### config.mk
export PLATFORM = sky130hd
export DESIGN_NAME = llpc_cfg
export DESIGN_NICKNAME = d
export VERILOG_FILES = /design/src/sv/laser_line_peak_centroid_core_assert.svh /design/src/sv/llpc_pkg.sv /design/src/sv/llpc_cfg.sv
export SDC_FILE = /design/constraint.sdc
export NUM_CORES = 1
export LEC_CHECK = 0
export ABC_AREA = 0
export BUFFER_PORTS_ARGS = -buffer_cell sky130_fd_sc_hd__buf_4
export CORE_MARGIN = 4
export CORE_UTILIZATION = 38
export DETAILED_ROUTE_END_ITERATION = 10
export MAX_ROUTING_LAYER = met4
export PLACE_DENSITY = 0.8
export SLEW_MARGIN = 20
export SYNTH_ARGS = -nofsm -noshare
export SYNTH_HDL_FRONTEND = slang
export SYNTH_SLANG_ARGS = --single-unit
### constraint.sdc
create_clock -name clk -period 1 [get_ports clk]
set_input_delay 0.1 -clock clk [delete_from_list [all_inputs] [get_ports clk]]
set_output_delay 0.1 -clock clk [all_outputs]
set_load 0.01 [all_outputs]
### src/sv/laser_line_peak_centroid_core_assert.svh
// ----------------------------------------------------------------------------
// laser line peak centroid assertion macros
// concurrent checks that compile away when SYNTHESIS is defined
// ----------------------------------------------------------------------------
`ifndef LASER_LINE_PEAK_CENTROID_CORE_ASSERT_SVH
`define LASER_LINE_PEAK_CENTROID_CORE_ASSERT_SVH

`ifndef SYNTHESIS

// check sampled on the clock, switched off while reset is asserted
`define LLPC_ASSERT(lbl, ck, rs, pr) \
  lbl: assert property (@(posedge ck) disable iff (!rs) pr) \
    else $error("llpc assertion failed");

// check that also holds across reset
`define LLPC_ASSERT_RST(lbl, ck, pr) \
  lbl: assert property (@(posedge ck) pr) \
    else $error("llpc reset assertion failed");

`else

`define LLPC_ASSERT(lbl, ck, rs, pr)
`define LLPC_ASSERT_RST(lbl, ck, pr)

`endif

`endif

### src/sv/llpc_pkg.sv
// ----------------------------------------------------------------------------
// llpc_pkg
// sizes, register map and shared types of the laser line peak centroid core
// ----------------------------------------------------------------------------
package llpc_pkg;

  localparam int LINE_LEN  = 1024;
  localparam int FRAC_BITS = 4;

  localparam int SAMPLE_W = 8;
  localparam int IDX_W    = $clog2(LINE_LEN);
  localparam int CNT_W    = $clog2(LINE_LEN + 1);
  localparam int LINE_W   = 12;
  localparam int OFS_W    = 12;
  localparam int COORD_W  = 13;
  localparam int POS_W    = 17;

  localparam int PROD_W = SAMPLE_W + IDX_W;
  localparam int VACC_W = SAMPLE_W + IDX_W;
  localparam int WACC_W = SAMPLE_W + 2 * IDX_W;
  localparam int DIV_W  = WACC_W + FRAC_BITS;
  localparam int QUO_W  = IDX_W + FRAC_BITS;
  localparam int DCNT_W = $clog2(QUO_W + 1);

  localparam int PSUM_W = ((QUO_W > OFS_W + FRAC_BITS) ? QUO_W : OFS_W + FRAC_BITS) + 1;
  localparam int SAT_W  = (PSUM_W > POS_W) ? PSUM_W : POS_W;

  localparam logic [POS_W-1:0] POS_MAX   = '1;
  localparam logic [QUO_W-1:0] FRAC_MASK = QUO_W'((1 << FRAC_BITS) - 1);

  // apb register map
  localparam int ADDR_W    = 4;
  localparam int DATA_W    = 32;
  localparam int REG_SEL_W = 2;

  localparam logic [REG_SEL_W-1:0] REG_MIN_LEVEL   = 2'd0;
  localparam logic [REG_SEL_W-1:0] REG_LINE_OFFSET = 2'd1;
  localparam logic [REG_SEL_W-1:0] REG_POS_OFFSET  = 2'd2;
  localparam logic [REG_SEL_W-1:0] REG_INTEGER_POS = 2'd3;

  typedef struct packed {
    logic [SAMPLE_W-1:0] min_level;
    logic [OFS_W-1:0]    line_offset;
    logic [OFS_W-1:0]    pos_offset;
    logic                integer_position;
  } cfg_t;

  localparam cfg_t CFG_RST = '{
    min_level:        8'd10,
    line_offset:      '0,
    pos_offset:       '0,
    integer_position: 1'b1
  };

  // sample stays inside the span while 5*v > 4*peak
  function automatic logic passes(input logic [SAMPLE_W-1:0] v,
                                  input logic [SAMPLE_W-1:0] pk);
    logic [SAMPLE_W+2:0] v5;
    logic [SAMPLE_W+2:0] pk4;
    v5  = {3'b000, v} + {1'b0, v, 2'b00};
    pk4 = {1'b0, pk, 2'b00};
    return v5 > pk4;
  endfunction

endpackage

### src/sv/llpc_cfg.sv
// ----------------------------------------------------------------------------
// llpc_cfg
// apb register file holding threshold, offsets and position mode
// ----------------------------------------------------------------------------
module llpc_cfg (
  input  logic                       clk,
  input  logic                       rst_n,
  input  logic                       psel,
  input  logic                       penable,
  input  logic                       pwrite,
  input  logic [llpc_pkg::ADDR_W-1:0] paddr,
  input  logic [llpc_pkg::DATA_W-1:0] pwdata,
  output logic [llpc_pkg::DATA_W-1:0] prdata,
  output logic                       pready,
  output llpc_pkg::cfg_t             cfg
);

  llpc_pkg::cfg_t cfg_r;
  llpc_pkg::cfg_t cfg_nxt;
  logic           wr_en;
  logic [llpc_pkg::REG_SEL_W-1:0] sel;

  assign sel    = paddr[llpc_pkg::ADDR_W-1:2];
  assign wr_en  = psel && penable && pwrite;
  assign pready = 1'b1;

  always_comb begin
    cfg_nxt = cfg_r;
    if (wr_en) begin
      case (sel)
        llpc_pkg::REG_MIN_LEVEL:   cfg_nxt.min_level = pwdata[llpc_pkg::SAMPLE_W-1:0];
        llpc_pkg::REG_LINE_OFFSET: cfg_nxt.line_offset = pwdata[llpc_pkg::OFS_W-1:0];
        llpc_pkg::REG_POS_OFFSET:  cfg_nxt.pos_offset = pwdata[llpc_pkg::OFS_W-1:0];
        llpc_pkg::REG_INTEGER_POS: cfg_nxt.integer_position = pwdata[0];
        default: ;
      endcase
    end
  end

  always_comb begin
    case (sel)
      llpc_pkg::REG_MIN_LEVEL:   prdata = llpc_pkg::DATA_W'(cfg_r.min_level);
      llpc_pkg::REG_LINE_OFFSET: prdata = llpc_pkg::DATA_W'(cfg_r.line_offset);
      llpc_pkg::REG_POS_OFFSET:  prdata = llpc_pkg::DATA_W'(cfg_r.pos_offset);
      llpc_pkg::REG_INTEGER_POS: prdata = llpc_pkg::DATA_W'(cfg_r.integer_position);
      default:                   prdata = '0;
    endcase
  end

  always_ff @(posedge clk) begin
    if (!rst_n) begin
      cfg_r <= llpc_pkg::CFG_RST;
    end else begin
      cfg_r <= cfg_nxt;
    end
  end

  assign cfg = cfg_r;

endmodule

==> run_results.csv <==
group,metric,value,unit
worst_setup_path,cp_max_fo,2,
floorplan,rows,23,
floorplan,die_w,74.50,µm
global_routing,grt_antenna_before_repair,0,
worst_setup_path,cpPeakStageDelay,0.46,ns
synth,synth_area_leader_cell,"dfxtp_1",
outcome,run_status,"finished with violations",
finish,final_layout_size_suffix_gt1_share,48.74,%
clock_network,cts_htree_levels,2,
finish,largest_register_ff_count,33,
route,drtPass1Iterations,4,
clock_network,clockBufferDepth,2,
finish,n_antenna_cell,0,
worst_setup_path,worst_ep_required_time,0.90,ns
synth,yosysMostFrequentCell,"nand2_1",
finish,area_growth,48.99,%
floorplan,ios,107,
global_routing,globalRouteOverflowTotal,0,
power,static-leakage-power,1.201,nW
synth,synth_edf_count,0,
synth,ys.flop_type,"dfxtp_1",
global_routing,grtUsageMet1,20.02,%
route,detail_route.wl_per_cell,13.83,µm
sta,finalMaxSlewViolations,0,
global_routing,global_route.usage.met3,4.189,%
worst_setup_path,critical_path.endpoint_type,"primary output",
route,drt_drc_violations_left,0,
flow_run,timing.max_cap.violations,0,
global_routing,grt_start_max_net_pins,46,
route,routed_via_density,4.719,
clock_network,cts_made_buffers,5,
global_routing,first_global_vias,1523,
global_routing,grt_use_met2,28.88,%
synth,avgSynthCellArea,9.233,µm²
min_path,type_of_the_most_critical_hold_path,"in -> reg",
floorplan,die_area,0.005550,mm²
placed_design,place_hpwl,3185,µm
placed_design,dpl-instance-area,0.002222,mm²
clock_network,numClockSinks,33,
power,max-vdd-ir-drop,0.7139,mV
power,pwr_density_cell,1062,mW/mm²
sta,min_period_over_period,129.7,%
finish,layout.cell_area.non_filler,0.002504,mm²
clock_network,tritoncts,"built",
sta,period_needed,1.297,ns
placed_design,inst_count_dp,300,
synth,synthesis.area,0.001680,mm²
synth,synth.yosys.warnings,0,
worst_setup_path,worst-endpoint-arrival,1.20,ns
global_routing,grt-busiest-layer,"met2",
placed_design,numPortBuffers,63,
synth,ys_types,19,
synth,synthTopCellsByCount,"nand2_1 (50), mux2i_1 (37), dfxtp_1 (33), buf_4 (22), o21ai_0 (8)",
finish,post_layout_nonfiller_instances,327,
sta,grt_setup_unrepaired,"yes",
sta,setup_ws,-0.2972,ns
synth,synth_top_cells_by_area,"dfxtp_1 (39%), mux2i_1 (22%), nand2_1 (11%)",
synth,synth_top_area_share,39.31,%
global_routing,first_pass_grt_wire_length,7107,µm
clock_network,clock_latency,0.27,ns
clock_network,cts_hold_buffers,0,
outcome,failed_checks,"setup timing",
synth,synth.ff_latch_count,33,
finish,num-nets-final,317,
synth,sequential_area_share_after_synthesis,39.31,%
floorplan,fp.coreArea,0.004144,mm²
worst_setup_path,crit_type,"reg -> out",
sta,finalClockSkew,0,ns
floorplan,starting_density_of_the_core,40.55,%
route,detailedRoute.firstIterationViolations,65,
synth,synth_async_sr_flop_share,0,%
clock_network,clk_pin_slew,0.07,ns
worst_setup_path,timing.critical_path.slowest_stage_cell,"mux4_2",
clock_network,clk_root_buffer_cell,"clkbuf_8",
synth,netlist_instances,182,
sta,fmax_achieved,0.7709,GHz
global_routing,gr-usage-all-layers,17.22,%
placed_design,gp_weighted_congestion,0.7592,
finish,fin_util,60.42,%
route,finalWirelength,4524,µm
worst_setup_path,path_cells,"mux4_2 -> buf_6",
sta,report.final.setup_viol,12,
worst_setup_path,timing.critical_path.from_type,"register",
sta,final_hold_viol_count,0,
finish,fillers,358,
floorplan,die_height,74.50,µm
route,drt.antenna.violating_nets,0,
route,route.vias.total,1543,
-- cell type report --
type / count / area (µm²) / share of cell area, %
Timing Repair Buffer: 101 / 809.5 / 32.33
Tap cell: 50 / 62.56 / 2.499
Inverter: 3 / 11.26 / 0.4498
Clock buffer: 6 / 72.57 / 2.899
Clock inverter: 2 / 10.01 / 0.3998
Sequential cell: 33 / 688.2 / 27.49
Multi-Input combinational cell: 132 / 849.6 / 33.93
-- layer usage --
layer	up-vias	share of wire, %
met5	-	0
met3	4	7.1
met2	59	51
li1	753	-
met4	0	0.73
met1	727	41
-- cells in the final DEF, fill, tap and decap left out, drive strengths merged --
cell	count
buf	101
o21ai	8
o311ai	1
mux2i	37
a22o	4
clkbuf	6
nand3	1
mux4	1
conb	21
inv	3
nor3b	2
or3	1
o211ai	2
nor2b	2
clkinv	2
nand2	50
o31ai	2
dfxtp	33
-- worst max-delay path, delay by kind of cell (launching register included) --
kind / cells / cell delay [ns]
flops: 1 / 0.32
buf+inv: 1 / 0.14
mux: 1 / 0.46
-- report_power, final --
part           internal (mW)  leakage (nW)  total [mW]  switching (mW)
Sequential              1.33         0.276        1.35          0.0112
Combinational          0.178         0.881       0.382           0.203
Clock                  0.481        0.0450       0.932           0.451
Total                   1.99          1.20        2.66           0.665
-- worst paths after layout --
path,from,endpoint,slack (ns),depth (start not counted)
max reg2reg,cfg[0]$_SDFFE_PN1P_,cfg[0]$_SDFFE_PN1P_,0.22,3
min reg2reg,cfg[11]$_SDFFE_PN0P_,cfg[11]$_SDFFE_PN0P_,0.48,2
max,cfg[13]$_SDFFE_PN0P_,prdata[0],-0.30,2
min,pwdata[11],cfg[24]$_SDFFE_PN0P_,0.1,3
-- per-stage QoR --
stage	hold WS, ns	power [mW]	worst slack (ns)	TNS, ns
2_1_floorplan	0.2645	1.620	0.02783	0
3_3_place_gp	0.3834	1.726	-0.07851	-0.6547
3_5_place_dp	0.3953	1.730	-0.07301	-0.8401
4_1_cts	0.09251	2.690	-0.3129	-0.8853
5_1_grt	0.1003	2.796	-0.3357	-1.397
6_report	0.09949	2.660	-0.2972	-0.7417
-- cells by family after synthesis --
family	count (synthesis)	synth area share (%)
and+or+nand+nor	56	15.56
muxes	38	23.38
buffers and inverters	36	14.52
DFF	33	39.31
AOI/OAI and AO/OA	17	6.775
other	2	0.4469
-- timing repair --
action                                  4_1_cts  5_1_grt
endpoints found under the setup margin       12       14
pin swaps                                     3        3
gates resized for setup                      34        3
hold endpoints to repair                      0        0
setup buffers                                19        0
Note: power is estimated with default switching activity, not from simulation.
