[src/sv/laser_line_peak_centroid_core_assert.svh]
// ----------------------------------------------------------------------------
// laser line peak centroid assertion macros
// concurrent checks that compile away when SYNTHESIS is defined
// ----------------------------------------------------------------------------
`ifndef LASER_LINE_PEAK_CENTROID_CORE_ASSERT_SVH
`define LASER_LINE_PEAK_CENTROID_CORE_ASSERT_SVH

`ifndef SYNTHESIS

// check sampled on the clock, switched off while reset is asserted
`define LLPC_ASSERT(lbl, ck, rs, pr) \
  lbl: assert property (@(posedge ck) disable iff (!rs) pr) \
    else $error("llpc assertion failed");

// check that also holds across reset
`define LLPC_ASSERT_RST(lbl, ck, pr) \
  lbl: assert property (@(posedge ck) pr) \
    else $error("llpc reset assertion failed");

`else

`define LLPC_ASSERT(lbl, ck, rs, pr)
`define LLPC_ASSERT_RST(lbl, ck, pr)

`endif

`endif

[src/sv/llpc_pkg.sv]
// ----------------------------------------------------------------------------
// llpc_pkg
// sizes, register map and shared types of the laser line peak centroid core
// ----------------------------------------------------------------------------
package llpc_pkg;

  localparam int LINE_LEN  = 1024;
  localparam int FRAC_BITS = 4;

  localparam int SAMPLE_W = 8;
  localparam int IDX_W    = $clog2(LINE_LEN);
  localparam int CNT_W    = $clog2(LINE_LEN + 1);
  localparam int LINE_W   = 12;
  localparam int OFS_W    = 12;
  localparam int COORD_W  = 13;
  localparam int POS_W    = 17;

  localparam int PROD_W = SAMPLE_W + IDX_W;
  localparam int VACC_W = SAMPLE_W + IDX_W;
  localparam int WACC_W = SAMPLE_W + 2 * IDX_W;
  localparam int DIV_W  = WACC_W + FRAC_BITS;
  localparam int QUO_W  = IDX_W + FRAC_BITS;
  localparam int DCNT_W = $clog2(QUO_W + 1);

  localparam int PSUM_W = ((QUO_W > OFS_W + FRAC_BITS) ? QUO_W : OFS_W + FRAC_BITS) + 1;
  localparam int SAT_W  = (PSUM_W > POS_W) ? PSUM_W : POS_W;

  localparam logic [POS_W-1:0] POS_MAX   = '1;
  localparam logic [QUO_W-1:0] FRAC_MASK = QUO_W'((1 << FRAC_BITS) - 1);

  // apb register map
  localparam int ADDR_W    = 4;
  localparam int DATA_W    = 32;
  localparam int REG_SEL_W = 2;

  localparam logic [REG_SEL_W-1:0] REG_MIN_LEVEL   = 2'd0;
  localparam logic [REG_SEL_W-1:0] REG_LINE_OFFSET = 2'd1;
  localparam logic [REG_SEL_W-1:0] REG_POS_OFFSET  = 2'd2;
  localparam logic [REG_SEL_W-1:0] REG_INTEGER_POS = 2'd3;

  typedef struct packed {
    logic [SAMPLE_W-1:0] min_level;
    logic [OFS_W-1:0]    line_offset;
    logic [OFS_W-1:0]    pos_offset;
    logic                integer_position;
  } cfg_t;

  localparam cfg_t CFG_RST = '{
    min_level:        8'd10,
    line_offset:      '0,
    pos_offset:       '0,
    integer_position: 1'b1
  };

  // sample stays inside the span while 5*v > 4*peak
  function automatic logic passes(input logic [SAMPLE_W-1:0] v,
                                  input logic [SAMPLE_W-1:0] pk);
    logic [SAMPLE_W+2:0] v5;
    logic [SAMPLE_W+2:0] pk4;
    v5  = {3'b000, v} + {1'b0, v, 2'b00};
    pk4 = {1'b0, pk, 2'b00};
    return v5 > pk4;
  endfunction

endpackage

[src/sv/llpc_div.sv]
// ----------------------------------------------------------------------------
// llpc_div
// restoring divider, one quotient bit per cycle, for the centroid quotient
// ----------------------------------------------------------------------------
module llpc_div (
  input  logic                        clk,
  input  logic                        rst_n,
  input  logic                        start,
  input  logic [llpc_pkg::DIV_W-1:0]  dividend,
  input  logic [llpc_pkg::VACC_W-1:0] divisor,
  output logic                        done,
  output logic [llpc_pkg::QUO_W-1:0]  quotient
);

  logic [llpc_pkg::DIV_W-1:0]  rem_r, rem_nxt;
  logic [llpc_pkg::DIV_W-1:0]  dsr_r, dsr_nxt;
  logic [llpc_pkg::QUO_W-1:0]  quo_r, quo_nxt;
  logic [llpc_pkg::DCNT_W-1:0] cnt_r, cnt_nxt;
  logic                        run_r, run_nxt;
  logic                        done_r, done_nxt;
  logic [llpc_pkg::DIV_W:0]    diff;
  logic                        ge;

  assign diff = {1'b0, rem_r} - {1'b0, dsr_r};
  assign ge   = !diff[llpc_pkg::DIV_W];

  always_comb begin
    rem_nxt  = rem_r;
    dsr_nxt  = dsr_r;
    quo_nxt  = quo_r;
    cnt_nxt  = cnt_r;
    run_nxt  = run_r;
    done_nxt = 1'b0;
    if (start) begin
      rem_nxt = dividend;
      dsr_nxt = llpc_pkg::DIV_W'(divisor) << (llpc_pkg::QUO_W - 1);
      quo_nxt = '0;
      cnt_nxt = llpc_pkg::DCNT_W'(llpc_pkg::QUO_W - 1);
      run_nxt = 1'b1;
    end else if (run_r) begin
      rem_nxt = ge ? diff[llpc_pkg::DIV_W-1:0] : rem_r;
      quo_nxt = (quo_r << 1) | llpc_pkg::QUO_W'(ge);
      dsr_nxt = dsr_r >> 1;
      cnt_nxt = cnt_r - 1'b1;
      if (cnt_r == '0) begin
        run_nxt  = 1'b0;
        done_nxt = 1'b1;
      end
    end
  end

  always_ff @(posedge clk) begin
    if (!rst_n) begin
      run_r  <= 1'b0;
      done_r <= 1'b0;
    end else begin
      run_r  <= run_nxt;
      done_r <= done_nxt;
    end
  end

  always_ff @(posedge clk) begin
    rem_r <= rem_nxt;
    dsr_r <= dsr_nxt;
    quo_r <= quo_nxt;
    cnt_r <= cnt_nxt;
  end

  assign done     = done_r;
  assign quotient = quo_r;

endmodule

[config.mk]
export PLATFORM = sky130hd
export DESIGN_NAME = llpc_div
export DESIGN_NICKNAME = d
export VERILOG_FILES = /design/src/sv/laser_line_peak_centroid_core_assert.svh /design/src/sv/llpc_pkg.sv /design/src/sv/llpc_div.sv
export SDC_FILE = /design/constraint.sdc
export NUM_CORES = 1
export LEC_CHECK = 0
export ABC_AREA = 1
export BUFFER_PORTS_ARGS = -buffer_cell sky130_fd_sc_hd__buf_4
export CELL_PAD_IN_SITES_DETAIL_PLACEMENT = 1
export CELL_PAD_IN_SITES_GLOBAL_PLACEMENT = 1
export CORE_ASPECT_RATIO = 0.75
export CORE_MARGIN = 2
export CORE_UTILIZATION = 35
export CTS_BUF_LIST = sky130_fd_sc_hd__clkbuf_16
export CTS_CLUSTER_SIZE = 28
export DETAILED_ROUTE_END_ITERATION = 8
export PLACE_DENSITY_LB_ADDON = 0.1
export SLEW_MARGIN = 20
export SYNTH_ARGS = -nofsm -noshare
export SYNTH_HDL_FRONTEND = slang
export SYNTH_SLANG_ARGS = --single-unit
[constraint.sdc]
create_clock -name clk -period 8.4 [get_ports clk]
set_input_delay 0.84 -clock clk [delete_from_list [all_inputs] [get_ports clk]]
set_output_delay 0.84 -clock clk [all_outputs]
set_load 0.02 [all_outputs]
==> results of run 1 <==
## sequential cells by signal (all words and copies together) (netlist names)
signal,count
rem_r,32
cnt_r,4
done,1
quotient,14
run_r,1
dsr_r,31
## layer usage
| layer | GRT usage [%] | wire length (um) | vias to the layer above |
|---|---|---|---|
| li1 | - | - | 2724 |
| met1 | 31.7 | 9380 | 2514 |
| met3 | 3.94 | 743 | 11 |
| met4 | 5.17 | 159 | 0 |
| met5 | 0 | 0 | - |
| met2 | 33.9 | 7580 | 93 |
## area by class of cell
| type | instances | share of cell area, % |
|---|---|---|
| clock inverters | 7 | 0.972 |
| inverters | 167 | 9.36 |
| repair buffers | 70 | 7.85 |
| clock buffers | 9 | 3.36 |
| well taps | 210 | 3.92 |
| flip-flops and latches | 83 | 32.3 |
| multi-input cells | 560 | 42.2 |
## power by group through the flow
stage                     clock network (mW)  logic, mW  registers [mW]
after global placement                     0      0.632           0.515
after global routing                   0.432      0.747           0.514
final                                  0.408      0.660           0.509
after CTS                              0.419      0.659           0.509
after floorplan                            0      0.462           0.513
after detailed placement                   0      0.654           0.518
## through the flow
step / worst slack, ns / hold WS (ns) / std cells / area [um2]
after floorplan: 5.66 / 0.432 / 825 / 5680
after global placement: 4.94 / 0.460 / 1090 / 6410
after detailed placement: 4.83 / 0.461 / 1090 / 6410
after CTS: 5.13 / 0.488 / 1106 / 6700
after global routing: 4.90 / 0.507 / 1106 / 6700
final: 5.18 / 0.483 / 1106 / 6700
## worst max-delay path by stage
stage             start   endpoint  slack, ns  depth (start not counted)
6_report       rem_r[0]  rem_r[15]       5.18                         15
5_1_grt        rem_r[0]  rem_r[18]       4.90                         15
4_1_cts        rem_r[0]  rem_r[18]       5.13                         15
3_5_place_dp      start  rem_r[18]       4.83                          4
3_3_place_gp      start  rem_r[11]       4.94                          4
2_1_floorplan  rem_r[0]   rem_r[0]       5.66                         14
## cells by family (layout without fill, tap and decap cells)
group / Yosys count / in the layout
AND/OR/NAND/NOR: 430 / 430
flip-flops: 83 / 83
adder cells (fa/ha/maj): 33 / 33
XOR/XNOR: 7 / 7
buffers and inverters: 182 / 253
AO/OA/AOI/OAI: 90 / 90
## layout by cell type, fill, tap and decap left out, drive strengths merged, types with 5 or more instances in the layout
cell type	instances
inv	171
a21oi	24
buf	70
nand3b	5
nand3	50
nor2	50
o22ai	24
o21ai	36
clkbuf	9
edfxtp	50
dfxtp	33
ha	32
nand2	313
xnor2	7
## worst min-delay path, stage by stage (launching register included)
cell	delay, ns
dfxtp_1	0.33
nand2_1	0.05
o21ai_0	0.06
==> impl_results.md, run 1 <==
* Arrival @ worst endpoint at approximately 3.2 ns
* Syn Inst Count at just over 800
* RSZ-0062 raised after global routing: false
* Slowest library cell on the worst path: nand2_1
* Crit path largest cell delay at approximately 0.47 ns
* Mux contribution to synthesized area at 0%
* Die area at between 0.015 and 0.02 mm2
* Largest net degree at the start of global routing at 69
* Mapped Nets at 911
* Top-count cell post-synth: nand2_1
* Overflow after GRT at 0
* Worst-margin pin slew at around 0.89 ns
* LEAKAGE at about 3.4 nW
* P_int at ~940 uW
* EDFF count, synth at 50
* Vias per inst at around 4.8
* Max Slew Vio Count at 0
* VDD IR max at approximately 0.090 mV
* Clock latency at the later pin of the worst-skew pair at roughly 0.36 ns
* Area contributors post-synth: edfxtp_1, nand2_1, dfxtp_1
* Total number of vias at between 5,000 and 6,000
* Gp weighted congestion at approximately 0.87
* Critical Path Fanout Max at 20
* Hpwl dp at 14.0 mm
* Initial antenna violation count at 0
* Cts hold-fix bufs at 0
* Crit path buf inv count at 4
* Setup-failing EPs final at 0
* Worst path top cell family by delay: simple AND/OR/NAND/NOR gates
* Drt drc at 0
* Post-synth top area share at between 20% and 30%
* HP Start: dsr_r[0]
* CTS Buf Count at 9
* Register area share after synthesis at between 30% and 40%
* Min Clock Period, post-route at between 3 and 4 ns
* Antenna-violating nets left at 0
* Routed WL at roughly 18 mm
* Final Util at a little over two fifths
* Worst clock skew at between 0.01 and 0.015 ns
* Max transition margin at around two fifths
* Nets@finish at approximately 980
* H-tree depth at 3
* Sequential Area at about 0.0022 mm2
* Ys async rst share at 0%
* First-pass GRT wire length at between 20 and 30 mm
* Largest family of logic cells by synthesized area: simple AND/OR/NAND/NOR gates
* Worst EP required at ~8.4 ns
* Drt pass-1 iters at 4
* # diodes at 0
* Fraction of the mapped netlist area in simple logic gates at around a third
* Yosys cell types at 36
* Clock share of power at around a quarter
* Postcts setup bufs at 0
* All-Layer GR Usage at ~22%
* Post-synth top cells: nand2_1, inv_1, edfxtp_1
* CTS tree: done
* Clock Tree Buf Depth at 2
* Post-Synth XOR/XNOR Area at around 1.1%
* Vias in the first global route at around 5,600
* Critical Path End Type: flip-flop
* Seq pwr share at 32.3%
* Cts repair resizes at 0
* CP cell instances: inv_1 -> ha_1 -> fa_1 -> inv_1 -> nand3_1 -> nand3_1 -> nand2_2 -> nand2_4 -> inv_2 -> o21ai_2 -> nand2_1 -> nand2_1 -> nand2_1 -> nand2_1 -> buf_4
* Yosys reg bits at 83
* Max Freq at slightly above 300 MHz
* Adder-cell share of the synthesized area at about 7.4%
* Power per cell area at 236 mW/mm2
* Worst Hold End: dsr_r[0]
* Hold crit path type: reg -> reg
* IO Pins at 68
* CP most frequent cell: nand2_1
* Filler instances at about 2,100
* Die Y-Extent at about 110 um
* R2R cell count at 15
* Hold Vio Cnt, Final at 0
* Max_cap viols at 0
* Die width at ~150 um
* Initial core utilization at a little over a third
* Average routed wire per standard cell at between 15 and 20 um
* Comb pwr share at between 40% and 50%
* Sw power at 635 uW
* Ratio of final minimum period to clock period at 38.3%
* Critical Path Start Type: flip-flop
* Synth warn at 0
* Status: complete, no violations
* # clock sinks at 83
* CTS clock-pin slew for the worst setup and hold paths at about 0.07 ns
* Post-Syn Area at between 0.005 and 0.006 mm2
* Core Box Area at around 0.016 mm2
* Layout cells sized above 1 at between 10% and 20%
* Top_reg_cell synth: edfxtp_1
* Worst R2R End: rem_r[15]
* Hold path cells at 2
* Initial DRC Count at 315
* Worst r2r src: rem_r[0]
* Post-synthesis compound-gate area fraction at under 10%
* WS Path Type: reg -> reg
* IO Port Bufs at 67
* Overall Power at between 1.5 and 2 mW
* Area growth syn-to-layout at 17.9%
* Root Buffer: clkbuf_16
* Sw Ratio at ~40%
* Largest area contributor in the netlist: edfxtp_1
* Syn avg cell area at ~6.9 um2
* Area taken by multi-input logic gates at about 0.0028 mm2
* Rows at 40
* Fin Setup TNS at 0 ns
* Reg2reg setup slack at between 5 and 6 ns
Note: power is estimated with default switching activity, not from simulation.
==> inputs of run 2 (changes only) <==
Clock period 8.4 ns to 3.01 ns, I/O delays scaled along.
==> impl_results.md, run 2 (synthesis results as in run 1) <==
* Filler instances at just over 2,000
* CTS tree: done
* Crit path buf inv count at 4
* Dpl cell area at 0.00645 mm2
* Drt pass-1 iters at 4
* Gp weighted congestion at ~0.88
* Worst-margin pin slew at 0.490 ns
* Routed WL at between 15 and 20 mm
* Arrival @ worst endpoint at 2.61 ns
* Status: complete, no violations
* Max_cap viols at 0
* # diodes at 0
* Root Buffer: clkbuf_16
* Crit path largest cell delay at 0.37 ns
* Vias per inst at approximately 4.8
* Final Util at between 40% and 50%
* Final cell count without fillers at between 1,000 and 1,500
* Die Y-Extent at roughly 110 um
* H-tree depth at 3
* Die area at roughly 0.017 mm2
* Postcts setup bufs at 0
* Max transition margin at roughly two thirds
* VDD IR max at between 0.2 and 0.3 mV
* Sequential Area at roughly 0.0022 mm2
* Slowest library cell on the worst path: fa_1
* Most frequent cells in the layout: nand2_1, inv_1, buf_4
* Nets@finish at 981
* Initial DRC Count at around 250
* Critical Path Start Type: flip-flop
* Cts repair resizes at 0
* Worst path top cell family by delay: simple AND/OR/NAND/NOR gates
* Worst clock skew at 0.00920 ns
* Power per cell area at between 600 and 700 mW/mm2
* Hold Vio Cnt, Final at 0
* Ratio of final minimum period to clock period at ~85%
* CTS Buf Count at 9
* Max reg flops at 32
* RSZ-0062 raised after global routing: false
* Setup-failing EPs final at 0
* Post-placement cell count at 1,094
* Overflow after GRT at 0
* Critical Path End Type: flip-flop
* Layout cells sized above 1 at between 10% and 20%
* Average routed wire per standard cell at 15.8 um
* Area taken by multi-input logic gates at roughly 0.0028 mm2
* Clock latency at the later pin of the worst-skew pair at 0.35 ns
* Hpwl dp at 13.9 mm
* Cts hold-fix bufs at 0
* Vias in the first global route at about 5,600
* Rows at 40
* First-pass GRT wire length at ~29 mm
* Initial antenna violation count at 0
* Hold crit path type: in -> reg
* Min Clock Period, post-route at around 2.6 ns
* Clock Tree Buf Depth at 2
* Worst EP required at 3.05 ns
* Max Freq at approximately 390 MHz
* Initial core utilization at a little over a third
* Antenna-violating nets left at 0
* Die width at 151 um
* Post-route cell area at 0.00675 mm2
* Area growth syn-to-layout at 18.8%
* Critical Path Fanout Max at 32
* Core Box Area at 0.0160 mm2
* Fin Setup TNS at 0 ns
* # clock sinks at slightly above 80
* Biggest register: rem_r
* Commonest non-fill, non-tap cell in the layout: nand2_1
* Drt drc at 0
* IO Pins at 68
* Largest net degree at the start of global routing at 38
* Total number of vias at roughly 5,400
* CP cell instances: inv_1 -> ha_1 -> fa_1 -> inv_1 -> nand3_1 -> nand3_1 -> nand2_2 -> nand2_4 -> inv_2 -> o21ai_2 -> nand2_1 -> nand2_1 -> nand2_1 -> nand2_1 -> buf_12
* CP most frequent cell: nand2_1
* CTS clock-pin slew for the worst setup and hold paths at roughly 0.070 ns
* Max Slew Vio Count at 0
* IO Port Bufs at 67
* WS Path Type: reg -> reg
* LEAKAGE at around 3.4 nW
* All-Layer GR Usage at 21.6%
* Overall Power at approximately 4.4 mW
run 2: where the power goes:
part	internal, mW	total (mW)	leakage [nW]	switching, mW
logic	0.622	1.83	2.50	1.20
clock network	0.618	1.12	0.150	0.504
registers	1.37	1.42	0.780	0.0473
total	2.61	4.37	3.43	1.75
run 2: layout make-up:
cell class / instances / area share (%)
tap: 210 / 3.90
multi-input combinational: 560 / 41.9
sequential: 83 / 32.1
clock buffer: 10 / 3.71
inverter: 167 / 9.29
timing repair buffer: 74 / 8.42
clock inverter: 6 / 0.686
run 2: layer usage:
layer | wire length, um | up-vias | share of wire [%] | global-route usage (%)
li1 | - | 2719 | - | -
met1 | 8900 | 2532 | 51 | 30.1
met2 | 7530 | 96 | 43 | 34.5
met3 | 889 | 13 | 5.1 | 4.58
met4 | 191 | 0 | 1.1 | 5.11
met5 | 0 | - | 0 | 0
run 2: worst paths after layout:
path / slack (ns) / depth (start not counted) / from / end
setup / recovery: 0.44 / 15 / rem_r[0] / rem_r[18]
hold / removal: 0.18 / 3 / rst_n / done
setup reg to reg: 0.44 / 15 / rem_r[0] / rem_r[18]
hold reg to reg: 0.49 / 2 / quotient[13] / quotient[13]
run 2: per-stage QoR:
step | setup slack [ns] | hold slack, ns
CTS | 0.408 | 0.167
global placement | 0.579 | 0.449
detailed placement | 0.471 | 0.462
global route | 0.181 | 0.196
floorplan | 0.269 | 0.422
finish | 0.438 | 0.180
run 2: tightest hold or removal path, stage by stage:
cell and delay [ns]:
buf_4 0.08, nand2_1 0.04, nor2_1 0.07
==> inputs of run 3 (changes only) <==
==> constraint.sdc (replaced) <==
create_clock -name clk -period 3.01 [get_ports clk]
set_input_delay 0.4515 -clock clk [delete_from_list [all_inputs] [get_ports clk]]
set_output_delay 0.4515 -clock clk [all_outputs]
set_load 0.02 [all_outputs]
==> impl_results.md, run 3 (synthesis results as in run 1) <==
* IO Port Bufs at 67
* Worst EP required at between 3 and 4 ns
* Critical Path Fanout Max at 32
* P_int at 2.65 mW
* Overall Power at ~4.4 mW
* # clock sinks at 83
* Worst clock skew at ~0.011 ns
* Vias in the first global route at between 5,000 and 6,000
* Arrival @ worst endpoint at 2.61 ns
* Most frequent cells in the layout: nand2_1, inv_1, buf_4
* Drt drc at 0
* Rows at 40
* Clock latency at the later pin of the worst-skew pair at 0.35 ns
* Gp weighted congestion at about 0.85
* Status: complete, no violations
* Average routed wire per standard cell at approximately 16 um
* Vias per inst at 4.75
* Worst-margin pin slew at 0.505 ns
* # diodes at 0
* VDD IR max at approximately 0.29 mV
* WS Path Type: reg -> reg
* Critical Path Start Type: flip-flop
* Max Freq at 388 MHz
* Root Buffer: clkbuf_16
* Die area at 0.0173 mm2
* Area growth syn-to-layout at 19.1%
* LEAKAGE at 3.44 nW
* CTS clock-pin slew for the worst setup and hold paths at 0.07 ns
* Max transition margin at 66.3%
* Power per cell area at around 650 mW/mm2
* Max_cap viols at 0
* Final cell count without fillers at between 1,000 and 1,500
* Initial core utilization at around 36%
* Layout cells sized above 1 at 15.1%
* Antenna-violating nets left at 0
* Cts hold-fix bufs at 0
* Filler instances at 2,050
* Hpwl dp at ~14 mm
* IO Pins at 68
* Hold Vio Cnt, Final at 0
* First-pass GRT wire length at 28.8 mm
* Die Y-Extent at 114 um
* Total number of vias at about 5,300
* RSZ-0062 raised after global routing: false
* Postcts setup bufs at 0
* Min Clock Period, post-route at between 2 and 3 ns
* Post-placement cell count at 1,094
* Routed WL at ~18 mm
* Setup-failing EPs final at 0
* H-tree depth at 3
* Nets@finish at between 900 and 1,000
* Initial antenna violation count at 0
* Largest net degree at the start of global routing at 45
* Die width at between 150 and 200 um
* Initial DRC Count at 215
* Drt pass-1 iters at 4
* Cts repair resizes at 0
* Comb pwr share at roughly two fifths
* CTS Buf Count at 9
* Sw Ratio at between 30% and 40%
* CTS tree: done
* Overflow after GRT at 0
* Clock Tree Buf Depth at 2
* Biggest register: rem_r
* Ratio of final minimum period to clock period at around 86%
* Commonest non-fill, non-tap cell in the layout: nand2_1
* Max reg flops at 32
* Clock share of power at between 20% and 30%
* Core Box Area at around 0.016 mm2
* Max Slew Vio Count at 0
* Fin Setup TNS at 0 ns
* Critical Path End Type: flip-flop
* Seq pwr share at between 30% and 40%
* All-Layer GR Usage at ~22%
* Sw power at 1.74 mW
* Hold crit path type: in -> reg
-- run 3: cell count changes in the layout (fill, tap and decap cells not counted) --
cell       change
clkinv_2       -1
inv_2          -1
inv_1          +3
clkbuf_16      +1
buf_12         +1
inv_8          -1
buf_4          -1
clkinv_4       -1
-- run 3: cell type report --
class | instances | area, um2 | area share [%]
clock buffers | 11 | 275 | 4.07
clock inverters | 5 | 28.8 | 0.425
inverters | 167 | 627 | 9.27
flip-flops and latches | 83 | 2160 | 32.0
repair buffers | 74 | 581 | 8.58
multi-input cells | 560 | 2830 | 41.8
well taps | 210 | 263 | 3.88
-- run 3: final timing paths --
check,cells after the start,slack (ns),end,start
max reg2reg,15,0.43,rem_r[19],rem_r[0]
min,3,0.35,run_r,rst_n
max,15,0.43,rem_r[19],rem_r[0]
min reg2reg,1,0.49,cnt_r[3],cnt_r[3]
-- run 3: per-layer routing --
metal  track usage (%)  share of wire (%)  vias to the layer above
met5                 0                  0                        -
met4              3.99               0.78                        0
met3              4.06                4.2                        9
met2              32.4                 41                       82
met1              32.3                 54                     2459
li1                  -                  -                     2725
-- run 3: power by group through the flow --
stage               clock network (mW)  registers [mW]  logic, mW
floorplan                            0            1.43       1.29
global placement                     0            1.44       1.76
detailed placement                   0            1.45       1.82
CTS                               1.17            1.42       1.83
global route                      1.21            1.43       2.08
finish                            1.14            1.42       1.84
-- run 3: critical path: stages (launching register included) --
cell      delay, ns
edfxtp_1       0.34
inv_1          0.05
ha_1           0.22
fa_1           0.37
inv_1          0.15
nand3_1        0.09
nand3_1        0.14
nand2_2        0.09
nand2_4        0.08
inv_2          0.04
o21ai_2        0.12
nand2_1        0.06
nand2_1        0.07
nand2_1        0.05
nand2_1        0.10
buf_12         0.25
-- run 3: per-stage QoR --
stage / utilization [%] / setup WS [ns] / area [um2] / hold WS [ns]
global placement: 40.5 / 0.577 / 6460 / 0.447
detailed placement: 40.5 / 0.494 / 6460 / 0.470
floorplan: - / 0.269 / 5680 / 0.432
global route: 42.4 / 0.224 / 6770 / 0.354
finish: 42.4 / 0.429 / 6770 / 0.348
CTS: 42.4 / 0.402 / 6770 / 0.339
